### src/hw/rtl/hbb_pkg.sv
package hbb_pkg;

  // Default sizes, handed to the top level parameters
  localparam int unsigned WINDOW_DEF         = 64;
  localparam int unsigned MAX_WIDTH_BITS_DEF = 14;

  // Fixed field widths
  localparam int unsigned CH_W        = 8;
  localparam int unsigned ROW_WIDTH_W = 14;
  localparam logic [ROW_WIDTH_W-1:0] ROW_WIDTH_RST = ROW_WIDTH_W'(64);

  // Result buffer depth (also the number of results allowed in flight)
  localparam int unsigned OUT_DEPTH = 4;

  typedef struct packed {
    logic [CH_W-1:0] red;
    logic [CH_W-1:0] green;
    logic [CH_W-1:0] blue;
  } pixel_t;

  typedef struct packed {
    logic row_done;
    logic run_last;
  } res_flags_t;

  typedef struct packed {
    pixel_t     pix;
    res_flags_t flags;
  } out_beat_t;

  typedef enum logic [1:0] {
    ST_RUN,
    ST_ALIGN,
    ST_FLUSH
  } hbb_state_e;

endpackage

### src/hw/rtl/hbb_cell.sv
module hbb_cell (
  input  logic            clk_i,
  input  logic            shift_i,
  input  hbb_pkg::pixel_t pix_i,
  output hbb_pkg::pixel_t pix_o
);
  import hbb_pkg::*;

  pixel_t pix_q;

  // One pixel of the window; moves one cell toward the tail on each shift
  always_ff @(posedge clk_i) begin
    if (shift_i) begin
      pix_q <= pix_i;
    end
  end

  assign pix_o = pix_q;

endmodule

### src/hw/rtl/hbb_div.sv
module hbb_div #(
  parameter int unsigned WINDOW = hbb_pkg::WINDOW_DEF
) (
  input  logic                                 clk_i,
  input  logic                                 rst_ni,
  input  logic                                 req_valid_i,
  input  logic [$clog2(255*WINDOW+1)-1:0]      req_sum_blue_i,
  input  logic [$clog2(255*WINDOW+1)-1:0]      req_sum_green_i,
  input  logic [$clog2(255*WINDOW+1)-1:0]      req_sum_red_i,
  input  logic [$clog2(WINDOW)-1:0]            req_div_m1_i,
  input  hbb_pkg::res_flags_t                  req_flags_i,
  output logic                                 res_valid_o,
  output hbb_pkg::out_beat_t                   res_beat_o
);
  import hbb_pkg::*;

  localparam int unsigned SUM_W  = $clog2(255*WINDOW+1);
  localparam int unsigned DM1_W  = $clog2(WINDOW);
  localparam int unsigned K      = SUM_W + $clog2(WINDOW+1);
  localparam int unsigned RCP_W  = K + 1;
  localparam int unsigned PROD_W = SUM_W + RCP_W;
  localparam int unsigned TAB_N  = 2**DM1_W;

  // Reciprocal table: ceil(2^K / d), indexed by d-1. Exact floor for sums below 2^SUM_W.
  logic [RCP_W-1:0] rcp_tab [TAB_N];

  for (genvar gi = 0; gi < TAB_N; gi++) begin : g_rcp
    if (gi < WINDOW) begin : g_used
      localparam longint unsigned RCP = ((64'd1 << K) + 64'(gi)) / 64'(gi + 1);
      assign rcp_tab[gi] = RCP_W'(RCP);
    end else begin : g_unused
      assign rcp_tab[gi] = '0;
    end
  end

  logic              s1_valid_q;
  logic [SUM_W-1:0]  s1_sum_b_q, s1_sum_g_q, s1_sum_r_q;
  logic [RCP_W-1:0]  s1_rcp_q;
  res_flags_t        s1_flags_q;
  logic              s2_valid_q;
  logic [PROD_W-1:0] s2_prod_b_q, s2_prod_g_q, s2_prod_r_q;
  res_flags_t        s2_flags_q;

  // Valid bits
  always_ff @(posedge clk_i or negedge rst_ni) begin
    if (!rst_ni) begin
      s1_valid_q <= 1'b0;
      s2_valid_q <= 1'b0;
    end else begin
      s1_valid_q <= req_valid_i;
      s2_valid_q <= s1_valid_q;
    end
  end

  // Stage 1: capture sums and look up the reciprocal
  always_ff @(posedge clk_i) begin
    s1_sum_b_q <= req_sum_blue_i;
    s1_sum_g_q <= req_sum_green_i;
    s1_sum_r_q <= req_sum_red_i;
    s1_rcp_q   <= rcp_tab[req_div_m1_i];
    s1_flags_q <= req_flags_i;
  end

  // Stage 2: one multiplier per channel
  always_ff @(posedge clk_i) begin
    s2_prod_b_q <= PROD_W'(s1_sum_b_q) * PROD_W'(s1_rcp_q);
    s2_prod_g_q <= PROD_W'(s1_sum_g_q) * PROD_W'(s1_rcp_q);
    s2_prod_r_q <= PROD_W'(s1_sum_r_q) * PROD_W'(s1_rcp_q);
    s2_flags_q  <= s1_flags_q;
  end

  // Quotient is the product scaled down by 2^K
  always_comb begin
    res_beat_o.pix.blue  = s2_prod_b_q[K +: CH_W];
    res_beat_o.pix.green = s2_prod_g_q[K +: CH_W];
    res_beat_o.pix.red   = s2_prod_r_q[K +: CH_W];
    res_beat_o.flags     = s2_flags_q;
  end

  assign res_valid_o = s2_valid_q;

endmodule

### src/hw/rtl/hbb_out_fifo.sv
module hbb_out_fifo (
  input  logic               clk_i,
  input  logic               rst_ni,
  input  logic               push_i,
  input  hbb_pkg::out_beat_t push_beat_i,
  input  logic               pop_ready_i,
  output logic               pop_valid_o,
  output hbb_pkg::out_beat_t pop_beat_o
);
  import hbb_pkg::*;

  localparam int unsigned PTR_W = (OUT_DEPTH > 1) ? $clog2(OUT_DEPTH) : 1;
  localparam int unsigned CNT_W = $clog2(OUT_DEPTH + 1);

  out_beat_t        mem_q [OUT_DEPTH];
  logic [PTR_W-1:0] wr_ptr_q, wr_ptr_d, rd_ptr_q, rd_ptr_d;
  logic [CNT_W-1:0] count_q, count_d;
  logic             pop;

  // Space is guaranteed upstream by the credit counter
  assign pop = pop_valid_o && pop_ready_i;

  always_comb begin
    wr_ptr_d = wr_ptr_q;
    rd_ptr_d = rd_ptr_q;
    if (push_i) begin
      wr_ptr_d = (wr_ptr_q == PTR_W'(OUT_DEPTH - 1)) ? '0 : wr_ptr_q + 1'b1;
    end
    if (pop) begin
      rd_ptr_d = (rd_ptr_q == PTR_W'(OUT_DEPTH - 1)) ? '0 : rd_ptr_q + 1'b1;
    end
    count_d = count_q + CNT_W'(push_i) - CNT_W'(pop);
  end

  always_ff @(posedge clk_i or negedge rst_ni) begin
    if (!rst_ni) begin
      wr_ptr_q <= '0;
      rd_ptr_q <= '0;
      count_q  <= '0;
    end else begin
      wr_ptr_q <= wr_ptr_d;
      rd_ptr_q <= rd_ptr_d;
      count_q  <= count_d;
    end
  end

  // Storage
  always_ff @(posedge clk_i) begin
    if (push_i) begin
      mem_q[wr_ptr_q] <= push_beat_i;
    end
  end

  assign pop_valid_o = (count_q != '0);
  assign pop_beat_o  = mem_q[rd_ptr_q];

endmodule

### src/hw/rtl/horizontal_box_blur_unit.sv
// Horizontal box blur over a stream of 24-bit BGR pixels in row order.
// Input channel: in_valid_i/in_ready_o with in_blue_i, in_green_i, in_red_i.
// Output channel: out_valid_o/out_ready_i with the averaged channels plus
// out_row_done_o (final column of a row) and out_run_last_o (last result of
// the input beat that caused it). The user must write row_width through
// cfg_we_i and cfg_data_i only while the block is idle; the block does not
// enforce this. Each output column j is the mean of pixels j..j+WINDOW-1,
// cut at row end. Mid-row, one pixel is taken per cycle; the pixel completing
// a window sends its result through both divide stages and the result buffer.
// The last pixel of a row starts a drain through the tail of the cell chain:
// first WINDOW-fill alignment shifts, then one result per cycle. Division
// uses a reciprocal table and one multiplier per channel, two stages. A
// 4-entry result buffer absorbs receiver stalls; when the results in it and
// in the divide pipeline reach its depth, in_ready_o drops and draining
// pauses. Reset clears sums, counters and all valid state and sets row_width
// to 64; the pixel chain is left as is and needs no clearing.
module horizontal_box_blur_unit #(
  parameter int unsigned WINDOW         = hbb_pkg::WINDOW_DEF,
  parameter int unsigned MAX_WIDTH_BITS = hbb_pkg::MAX_WIDTH_BITS_DEF
) (
  input  logic                               clk_i,
  input  logic                               rst_ni,
  input  logic                               cfg_we_i,
  input  logic [hbb_pkg::ROW_WIDTH_W-1:0]    cfg_data_i,
  input  logic                               in_valid_i,
  output logic                               in_ready_o,
  input  logic [hbb_pkg::CH_W-1:0]           in_blue_i,
  input  logic [hbb_pkg::CH_W-1:0]           in_green_i,
  input  logic [hbb_pkg::CH_W-1:0]           in_red_i,
  output logic                               out_valid_o,
  input  logic                               out_ready_i,
  output logic [hbb_pkg::CH_W-1:0]           out_blue_o,
  output logic [hbb_pkg::CH_W-1:0]           out_green_o,
  output logic [hbb_pkg::CH_W-1:0]           out_red_o,
  output logic                               out_row_done_o,
  output logic                               out_run_last_o
);
  import hbb_pkg::*;

  localparam int unsigned SUM_W  = $clog2(255*WINDOW+1);
  localparam int unsigned FILL_W = $clog2(WINDOW+1);
  localparam int unsigned DM1_W  = $clog2(WINDOW);
  localparam int unsigned CNT_W  = MAX_WIDTH_BITS;
  localparam int unsigned CMP_W  = (CNT_W + 1 > ROW_WIDTH_W) ? CNT_W + 1 : ROW_WIDTH_W;
  localparam int unsigned OC_W   = $clog2(OUT_DEPTH + 1);
  localparam logic [FILL_W-1:0] FILL_FULL = FILL_W'(WINDOW);

  hbb_state_e          state_q, state_d;
  logic [ROW_WIDTH_W-1:0] row_width_q;
  logic [SUM_W-1:0]    sum_b_q, sum_b_d, sum_g_q, sum_g_d, sum_r_q, sum_r_d;
  logic [SUM_W-1:0]    sum_b_new, sum_g_new, sum_r_new;
  logic [FILL_W-1:0]   fill_q, fill_d, fill_inc;
  logic [FILL_W-1:0]   lead_q, lead_d;
  logic [CNT_W-1:0]    count_q, count_d;
  logic [CNT_W:0]      count_inc;
  logic [OC_W-1:0]     outstanding_q, outstanding_d;
  logic                fill_full, row_end, credit_ok;
  logic                accept, shift, emit, pop;
  pixel_t              in_pix, add_pix, drop_pix;
  pixel_t              chain_q [WINDOW];
  logic [DM1_W-1:0]    req_div_m1;
  logic [SUM_W-1:0]    req_sum_b, req_sum_g, req_sum_r;
  res_flags_t          req_flags;
  logic                res_valid;
  out_beat_t           res_beat, pop_beat;

  assign in_pix = '{red: in_red_i, green: in_green_i, blue: in_blue_i};

  // Cell chain: newest pixel at the head, oldest leaves at the tail
  for (genvar i = 0; i < WINDOW; i++) begin : g_chain
    if (i == 0) begin : g_head
      hbb_cell u_cell (
        .clk_i   (clk_i),
        .shift_i (shift),
        .pix_i   (in_pix),
        .pix_o   (chain_q[i])
      );
    end else begin : g_body
      hbb_cell u_cell (
        .clk_i   (clk_i),
        .shift_i (shift),
        .pix_i   (chain_q[i-1]),
        .pix_o   (chain_q[i])
      );
    end
  end

  // Running sums, fill and row position
  always_comb begin
    fill_full = (fill_q == FILL_FULL);
    drop_pix  = '0;
    if ((state_q == ST_RUN && fill_full) || state_q == ST_FLUSH) begin
      drop_pix = chain_q[WINDOW-1];
    end
    add_pix   = (state_q == ST_RUN) ? in_pix : '0;
    sum_b_new = sum_b_q - SUM_W'(drop_pix.blue) + SUM_W'(add_pix.blue);
    sum_g_new = sum_g_q - SUM_W'(drop_pix.green) + SUM_W'(add_pix.green);
    sum_r_new = sum_r_q - SUM_W'(drop_pix.red) + SUM_W'(add_pix.red);
    fill_inc  = fill_full ? fill_q : fill_q + 1'b1;
    count_inc = {1'b0, count_q} + 1'b1;
    row_end   = !(CMP_W'(count_inc) < CMP_W'(row_width_q));
  end

  assign credit_ok = (outstanding_q < OC_W'(OUT_DEPTH));

  // Next state
  always_comb begin
    state_d = state_q;
    unique case (state_q)
      ST_RUN: begin
        if (accept && row_end) begin
          state_d = (fill_inc == FILL_FULL) ? ST_FLUSH : ST_ALIGN;
        end
      end
      ST_ALIGN: begin
        if (lead_q == FILL_W'(1)) begin
          state_d = ST_FLUSH;
        end
      end
      ST_FLUSH: begin
        if (shift && fill_q == FILL_W'(1)) begin
          state_d = ST_RUN;
        end
      end
      default: state_d = ST_RUN;
    endcase
  end

  // Control outputs and result requests
  always_comb begin
    in_ready_o = 1'b0;
    accept     = 1'b0;
    shift      = 1'b0;
    emit       = 1'b0;
    req_div_m1 = DM1_W'(WINDOW - 1);
    req_flags  = '{row_done: 1'b0, run_last: 1'b1};
    unique case (state_q)
      ST_RUN: begin
        in_ready_o = credit_ok;
        accept     = in_valid_i && credit_ok;
        shift      = accept;
        emit       = accept && !row_end && (fill_inc == FILL_FULL);
      end
      ST_ALIGN: begin
        shift = 1'b1;
      end
      ST_FLUSH: begin
        shift      = credit_ok;
        emit       = credit_ok;
        req_div_m1 = DM1_W'(fill_q - 1'b1);
        req_flags  = '{row_done: fill_q == FILL_W'(1), run_last: fill_q == FILL_W'(1)};
      end
      default: ;
    endcase
    req_sum_b = (state_q == ST_RUN) ? sum_b_new : sum_b_q;
    req_sum_g = (state_q == ST_RUN) ? sum_g_new : sum_g_q;
    req_sum_r = (state_q == ST_RUN) ? sum_r_new : sum_r_q;
  end

  // Register next values
  always_comb begin
    sum_b_d = sum_b_q;
    sum_g_d = sum_g_q;
    sum_r_d = sum_r_q;
    fill_d  = fill_q;
    count_d = count_q;
    lead_d  = lead_q;
    if (accept) begin
      sum_b_d = sum_b_new;
      sum_g_d = sum_g_new;
      sum_r_d = sum_r_new;
      fill_d  = fill_inc;
      if (row_end) begin
        count_d = '0;
        lead_d  = FILL_FULL - fill_inc;
      end else begin
        count_d = count_inc[CNT_W-1:0];
      end
    end
    if (state_q == ST_ALIGN) begin
      lead_d = lead_q - 1'b1;
    end
    if (state_q == ST_FLUSH && shift) begin
      sum_b_d = sum_b_new;
      sum_g_d = sum_g_new;
      sum_r_d = sum_r_new;
      fill_d  = fill_q - 1'b1;
    end
  end

  // Results in flight or buffered
  assign pop           = out_valid_o && out_ready_i;
  assign outstanding_d = outstanding_q + OC_W'(emit) - OC_W'(pop);

  always_ff @(posedge clk_i or negedge rst_ni) begin
    if (!rst_ni) begin
      state_q       <= ST_RUN;
      row_width_q   <= ROW_WIDTH_RST;
      sum_b_q       <= '0;
      sum_g_q       <= '0;
      sum_r_q       <= '0;
      fill_q        <= '0;
      count_q       <= '0;
      lead_q        <= '0;
      outstanding_q <= '0;
    end else begin
      state_q       <= state_d;
      if (cfg_we_i) begin
        row_width_q <= cfg_data_i;
      end
      sum_b_q       <= sum_b_d;
      sum_g_q       <= sum_g_d;
      sum_r_q       <= sum_r_d;
      fill_q        <= fill_d;
      count_q       <= count_d;
      lead_q        <= lead_d;
      outstanding_q <= outstanding_d;
    end
  end

  hbb_div #(
    .WINDOW (WINDOW)
  ) u_div (
    .clk_i           (clk_i),
    .rst_ni          (rst_ni),
    .req_valid_i     (emit),
    .req_sum_blue_i  (req_sum_b),
    .req_sum_green_i (req_sum_g),
    .req_sum_red_i   (req_sum_r),
    .req_div_m1_i    (req_div_m1),
    .req_flags_i     (req_flags),
    .res_valid_o     (res_valid),
    .res_beat_o      (res_beat)
  );

  hbb_out_fifo u_out_fifo (
    .clk_i       (clk_i),
    .rst_ni      (rst_ni),
    .push_i      (res_valid),
    .push_beat_i (res_beat),
    .pop_ready_i (out_ready_i),
    .pop_valid_o (out_valid_o),
    .pop_beat_o  (pop_beat)
  );

  assign out_blue_o     = pop_beat.pix.blue;
  assign out_green_o    = pop_beat.pix.green;
  assign out_red_o      = pop_beat.pix.red;
  assign out_row_done_o = pop_beat.flags.row_done;
  assign out_run_last_o = pop_beat.flags.run_last;

  // Credit count never passes the buffer depth
  a_credit_bound: assert property (@(posedge clk_i) disable iff (!rst_ni)
    outstanding_q <= OC_W'(OUT_DEPTH))
    else $error("result credit count overflow");

  // Window fill stays within the chain length
  a_fill_bound: assert property (@(posedge clk_i) disable iff (!rst_ni)
    fill_q <= FILL_FULL)
    else $error("window fill beyond WINDOW");

  // While aligning, the oldest pixel is lead_q shifts from the tail
  a_align_lead: assert property (@(posedge clk_i) disable iff (!rst_ni)
    state_q == ST_ALIGN |-> ((FILL_W+1)'(fill_q) + (FILL_W+1)'(lead_q)
                             <= (FILL_W+1)'(WINDOW)) && lead_q != '0)
    else $error("alignment count out of step with fill");

  // A finished flush leaves the window empty and the sums at zero
  a_flush_clears: assert property (@(posedge clk_i) disable iff (!rst_ni)
    (state_q == ST_FLUSH && shift && fill_q == FILL_W'(1)) |=>
      (fill_q == '0 && sum_b_q == '0 && sum_g_q == '0 && sum_r_q == '0
       && count_q == '0 && state_q == ST_RUN))
    else $error("row flush left state behind");

  // Divider output must always find room in the result buffer
  a_res_room: assert property (@(posedge clk_i) disable iff (!rst_ni)
    emit |-> credit_ok)
    else $error("result issued without credit");

endmodule
### config.mk
export PLATFORM = sky130hd
export DESIGN_NAME = horizontal_box_blur_unit
export DESIGN_NICKNAME = d
export VERILOG_FILES = /design/src/hw/rtl/hbb_pkg.sv /design/src/hw/rtl/hbb_cell.sv /design/src/hw/rtl/hbb_div.sv /design/src/hw/rtl/hbb_out_fifo.sv /design/src/hw/rtl/horizontal_box_blur_unit.sv
export SDC_FILE = /design/constraint.sdc
export NUM_CORES = 2
export LEC_CHECK = 0
export BUFFER_PORTS_ARGS = -buffer_cell sky130_fd_sc_hd__buf_2
export CORE_MARGIN = 2
export CORE_UTILIZATION = 50
export DETAILED_ROUTE_END_ITERATION = 10
export PLACE_DENSITY = 0.65
export SLEW_MARGIN = 5
export SYNTH_ARGS = -nofsm -noshare
export SYNTH_HDL_FRONTEND = slang
export SYNTH_SLANG_ARGS = --single-unit
### constraint.sdc
create_clock -name clk_i -period 68.8 [get_ports clk_i]
set_input_delay 13.76 -clock clk_i [delete_from_list [all_inputs] [get_ports clk_i]]
set_output_delay 13.76 -clock clk_i [all_outputs]
set_load 0.02 [all_outputs]
**Word-level counts from Yosys, hierarchy flattened**

Memory sizes are Yosys's and may differ from the RTL's. A register that Yosys moved wholly into a read port is not among the register bits.
Cells that the tools add are included.

- Mux-type cells: 32
- Bitwise logic cells: 1
- $lt $le $gt $ge: 2
- Multiply operators: 3
- Add/sub/neg operators: 17
- Equality and inequality tests: 12
- Reductions and logical operators: 16

Operators by type and width:

| kind | count |
|---|---|
| $mux 14 | 10 |
| $mul 14x22->29 | 3 |
| $mux 24 | 2 |
| $add 14x8->14 | 3 |
| $mux 7 | 6 |
| $sub 14x8->14 | 3 |
| $add 14x1->15 const B | 1 |
| $lt 15x14->1 | 1 |
| $eq 7x1->1 const B | 2 |
| $eq 7x7->1 const B | 2 |
| $sub 7x1->7 const B | 2 |
| $mux 2 | 6 |
| $logic_and 1x1->1 | 8 |
| $add 7x1->7 const B | 1 |
| $not 6->7 | 1 |
| $sub 7x7->7 const A | 1 |
| $add 3x1->3 | 2 |
| $eq 2x2->1 const B | 3 |
| $mux 6 | 1 |
| $ne 2x1->1 const B | 3 |
| $pmux 2 s3 | 1 |
| $sub 3x1->3 | 2 |
| $add 2x1->2 const B | 2 |
| $mux 1 | 4 |
| 12 further kinds | 13 |

- Input bits: 43
- Word-level logic and storage cells: 301
- Bits in read-only memories: 1408
- Output and inout port bits: 28
- Memories: 2
- Bits in writable memories: 104
- Bits in registers: 1767

Memory list:

| name | words | bits a word | rd ports | clocked after memory_dff | write ports | RTL line | text |
|---|---|---|---|---|---|---|---|
| (no name shown) | 64 | 22 | 1 | 1 | 0 | hbb_div.sv:60 | `s1_rcp_q <= rcp_tab[req_div_m1_i];` |
| u_out_fifo.mem_q | 4 | 26 | 1 | 0 | 1 | hbb_out_fifo.sv:15 | `out_beat_t mem_q [OUT_DEPTH];` |

**Logic depth before layout (Yosys ltp)**

- Depth after elaboration: 8
- Mapped depth: 23
- Gate-level depth less buffers: 22

**Cells and area by module**

Synthesis repeated with hierarchy kept, for this count alone.

- Cells, all modules: 5968
- Area, all modules: 86854.6 µm²

Modules (own cells, without submodules):

| module | cells an instance | instances | seq. area each (µm²) | area each (µm²) |
|---|---|---|---|---|
| hbb_cell | 24 | 64 | 720.7 | 720.7 |
| hbb_div | 3183 | 1 | 1891.8 | 28031.9 |
| horizontal_box_blur_unit | 1076 | 1 | 2228.4 | 8479.4 |
| hbb_out_fifo | 173 | 1 | 3298.2 | 4219.0 |

**Least setup slack after synthesis**

No wires, ideal clock.

- Kind: input to register
- Start point: input in_valid_i
- End point: register g_chain[0].g_head.u_cell.pix_q, in the netlist g_chain[0].g_head.u_cell.pix_o[0] (enable)
- Arrival: 39185 ps
- Path buffers: 2
- Setup time: 10381 ps
- Stages: 5
- Data required time: 58419 ps
- Path slack: 19234 ps
- Path through: and2_1 -> clkbuf_1 -> nor2_1 -> clkbuf_1 -> nand2_1

- Cells in the longest elaborated chain, start to end: 2

RTL lines:

| item | RTL line | text |
|---|---|---|
| start: declaration | horizontal_box_blur_unit.sv:25 | `input logic in_valid_i,` |
| $logic_and 1x1->1 | horizontal_box_blur_unit.sv:140 | `accept = in_valid_i && credit_ok;` |
| $pmux 1 s3 | horizontal_box_blur_unit.sv:137 | `unique case (state_q)` |
| via g_chain[0].g_head.u_cell.shift_i | hbb_cell.sv:3 | `input logic shift_i,` |
| end signal: assignment | hbb_cell.sv:14 | `pix_q <= pix_i;` |
| end: declaration | hbb_cell.sv:9 | `pixel_t pix_q;` |

The timed path passes the listed nets, and every way through them passes these cells.
A chain may end at the register's enable or synchronous reset.

**Worst setup path after layout**

- Start point: input in_valid_i
- End point: register g_chain[49].g_body.u_cell.pix_q, in the netlist g_chain[49].g_body.u_cell.pix_o[11] (enable)

- Cells in the longest elaborated chain, start to end: 2

RTL lines:

| item | RTL line |
|---|---|
| $logic_and 1x1->1 | horizontal_box_blur_unit.sv:140 |
| $pmux 1 s3 | horizontal_box_blur_unit.sv:137 |
| via g_chain[0].g_head.u_cell.shift_i | hbb_cell.sv:3 |
| end signal: assignment | hbb_cell.sv:14 |
| end: declaration | hbb_cell.sv:9 |

The timed path passes the listed nets, and every way through them passes these cells.

==> out/metrics.yaml <==
status: "completed"
worstSetupPathType: "in2reg"
synth-seq-cells: 1830
hold_buffers: 0
io_pins: 71
port_buffers: 70
worstPathArrival_ps: 19350
gp_congestion: 0.8676
tightestPinTransition_ps: 1281
cts_resized: 0
relSlewSlack: 0.1451
synth_ff_type: "edfxtp_1"
maxCapViolations: 0
postSynth.asyncResetShare: 0.05355
viasPerCell: 5.138
post_drt_wl_per_cell_um: 18.67
start_util: 0.5027
ant_nets: 0
grt_antenna_before_repair: 3
hold_depth: 0
grt_pass1_vias: 45380
period_needed_ps: 18950
fin_area_mm2: 0.09500
cts_sinks: 1830
ir_drop_uv: 47.70
drc: 0
max-clock-path-buffers: 3
syn_avg_cell_area_um2: 14.63
cp-endpoint: "g_chain[49].g_body.u_cell.pix_o[11]"
worstPathRequired_ps: 69200
clock_skew_ps: 72.81
synth_nets: 6890
reg2reg_slack_ps: 61310
min_from: "u_div.s1_flags_q[0]"
h-tree-depth: 4
crit_fanout: 87
slew_violations: 0
drt_iter0_markers: 3266
synth_area_mm2: 0.08614
synth_xor_area_frac: 0.01364
cp.depth: 10
fin_crit_sh: 0.2754
coreArea_mm2: 0.1714
cpPeakStageDelay_ps: 920
place_ws_ps: 48980
synth_fa_ha_area_frac: 0.1982
layout.nets: 6978
cp-end-kind: "register"
synthMuxAreaShare: 0.01047
synth-edff-count: 1640
synth-simple-area-share: 0.07604
fin_setup_tns_ps: 0
drt-total-wl_mm: 157.4
numCtsBuffers: 174
setup_viol: 0
path_clk_slew_ps: 70
fmaxAchievable_ghz: 0.05278
die_y_um: 419.1
dr.pass1.iters: 5
reg2reg_from: "state_q[0]"
crit_chain: "buf_2 -> and2_1 -> buf_4 -> nor2_1 -> nand2_4 -> buf_4 -> buf_4 -> buf_4 -> buf_4 -> buf_4"
path_delay_family: "buffers and inverters"
cts_root_buf: "clkbuf_16"
total_power_mw: 3.929
critPathLaunchType: "input pin"
hold_class: "reg2reg"
instances_no_fill: 8435
postPlaceCellArea_mm2: 0.08907
power_density_mw_per_mm2: 41.36
die-area_mm2: 0.1756
clock_latency_ps: 830
synth_compound_area_frac: 0.03101
p_leak_nw: 36.65
r2r_end: "g_chain[49].g_body.u_cell.pix_o[11]"
drive_above_1_share: 0.08280
synthesis.instances: 5889
synth_top_family_by_area: "adder cells"
reg2regPathDepth: 11
ys_seq_area_frac: 0.6216
crit_top_cell: "buf_4"
crit_start: "in_valid_i"
grt_first_pass_wirelength_mm: 253.7
cts_tree: "yes"
area_growth_pct: 10.29
hold_violations: 0
synth_warnings: 0
track_usage: 0.1868
vias: 43340
dpl.cell_count: 8111
rsz0062_at_grt: "false"
ys_types: 77
path_buf_inv: 7
die_x_um: 419.1
critical_path.slowest_cell: "buf_4"
gr-total-overflow: 0
hpwl_mm: 95.40
rows: 152
post-cts-setup-buffers: 0
grt_max_degree: 226
layout_setup_ws_ps: 49850
cells in the final DEF (no fill, tap or decap), types with 11 or more instances in the layout:
cell       count
mux2_2        20
clkbuf_16    174
nor2_1        84
mux4_2        26
o31ai_1       11
nor3_1        36
a211oi_1      24
clkbuf_1      31
nand3_1       44
nor2b_1       16
xnor2_1       84
ha_1         281
dfrtp_1       96
and2_1       407
buf_2         69
clkinv_1      32
clkinv_2      28
edfxtp_1    1640
dfxtp_2       14
nand2_1      713
clkinv_16     13
a31oi_1       21
o21ai_0      143
dfxtp_1       78
a21o_1        30
inv_1        883
a21oi_1      102
bufinv_16     18
buf_4         73
o211ai_1      19
nand4_1       18
xor2_1        34
fa_1         677
synthesized netlist by cell type (5+ instances only):
master / count / area, um2
or3_1: 7 / 43.79
a221oi_1: 7 / 61.31
ha_1: 281 / 3516
a31oi_1: 21 / 131.4
and2_1: 411 / 2571
nand2_1: 715 / 2684
o21ai_0: 143 / 715.7
nor2_1: 85 / 319.1
a21o_1: 30 / 225.2
o211ai_1: 19 / 142.6
buf_1: 5 / 18.77
a311oi_1: 7 / 61.31
o21a_1: 8 / 60.06
nor2b_1: 16 / 100.1
edfxtp_1: 1640 / 49250
nand2b_1: 8 / 50.05
nand3_1: 44 / 220.2
and3_1: 9 / 56.30
fa_1: 677 / 13550
or2_2: 9 / 56.30
o221ai_1: 6 / 52.55
mux2i_1: 8 / 80.08
nand4_1: 18 / 112.6
clkbuf_1: 201 / 754.5
dfxtp_1: 92 / 1842
a21oi_1: 103 / 515.5
buf_2: 21 / 105.1
dfrtp_1: 97 / 2427
o22ai_1: 7 / 43.79
nor3_1: 36 / 180.2
mux2_2: 20 / 225.2
o31a_1: 6 / 52.55
xnor2_1: 84 / 735.7
o31ai_1: 11 / 82.58
mux4_2: 26 / 585.6
a211oi_1: 24 / 180.2
xor2_1: 34 / 297.8
inv_1: 883 / 3314
logic make-up (layout without fill, tap and decap cells):
logic type | after synthesis | after routing
AO/OA/AOI/OAI | 432 | 432
XOR/XNOR | 126 | 126
adder cells (fa/ha/maj) | 958 | 958
buffers and inverters | 1114 | 1348
flip-flops | 1830 | 1830
multiplexers | 55 | 55
other | 0 | 2
AND/OR/NAND/NOR | 1374 | 1374
registers in the layout (all words and copies together), names as in the netlist, 8 cells and up:
register / cells
u_div.s2_prod_g_q: 8
u_div.s2_prod_b_q: 8
u_div.s1_sum_r_q: 14
u_div.s2_prod_r_q: 8
sum_g_q: 14
u_div.s1_rcp_q: 22
g_chain.g_head.u_cell.pix_o: 24
u_out_fifo.mem_q: 104
g_chain.g_body.u_cell.pix_o: 1512
count_q: 14
row_width_q: 14
u_div.s1_sum_g_q: 14
u_div.s1_sum_b_q: 14
sum_r_q: 14
sum_b_q: 14
cell type report:
type	instances	area, um2
flip-flops and latches	1830	53560
multi-input cells	2945	28390
clock inverters	111	1368
fillers	13570	76360
clock buffers	211	4553
diodes	2	5.005
inverters	883	3314
repair buffers	143	913.4
well taps	2310	2890
stage by stage:
step	utilization	hold slack [ps]
global route	0.5544	342.1
CTS	0.5544	335.3
global placement	0.5198	321.1
detailed placement	0.5198	320.5
floorplan	-	309.6
finish	0.5544	331.0
worst min-delay path by stage:
| stage | end | slack (ps) |
|---|---|---|
| 6_report | u_div.res_beat_o[0] | 330 |
| 5_1_grt | u_div.res_beat_o[0] | 340 |
| 4_1_cts | u_div.res_beat_o[0] | 340 |
| 3_5_place_dp | u_div.res_beat_o[0] | 320 |
| 3_3_place_gp | u_div.res_beat_o[0] | 320 |
| 2_1_floorplan | u_div.res_beat_o[0] | 310 |
metal layers:
metal,track usage,share of wire,vias up
li1,-,-,19760
met1,0.2794,0.47,22280
met2,0.2820,0.45,1017
met3,0.03014,0.050,284
met4,0.05960,0.026,2
met5,0,0.000070,-
power breakdown:
| group | total, mW | switching, mW | internal (mW) |
|---|---|---|---|
| Sequential | 2.09 | 0.205 | 1.88 |
| Combinational | 0.878 | 0.604 | 0.274 |
| Clock | 0.965 | 0.417 | 0.548 |
No activity file was read; power rests on OpenSTA's default activity.
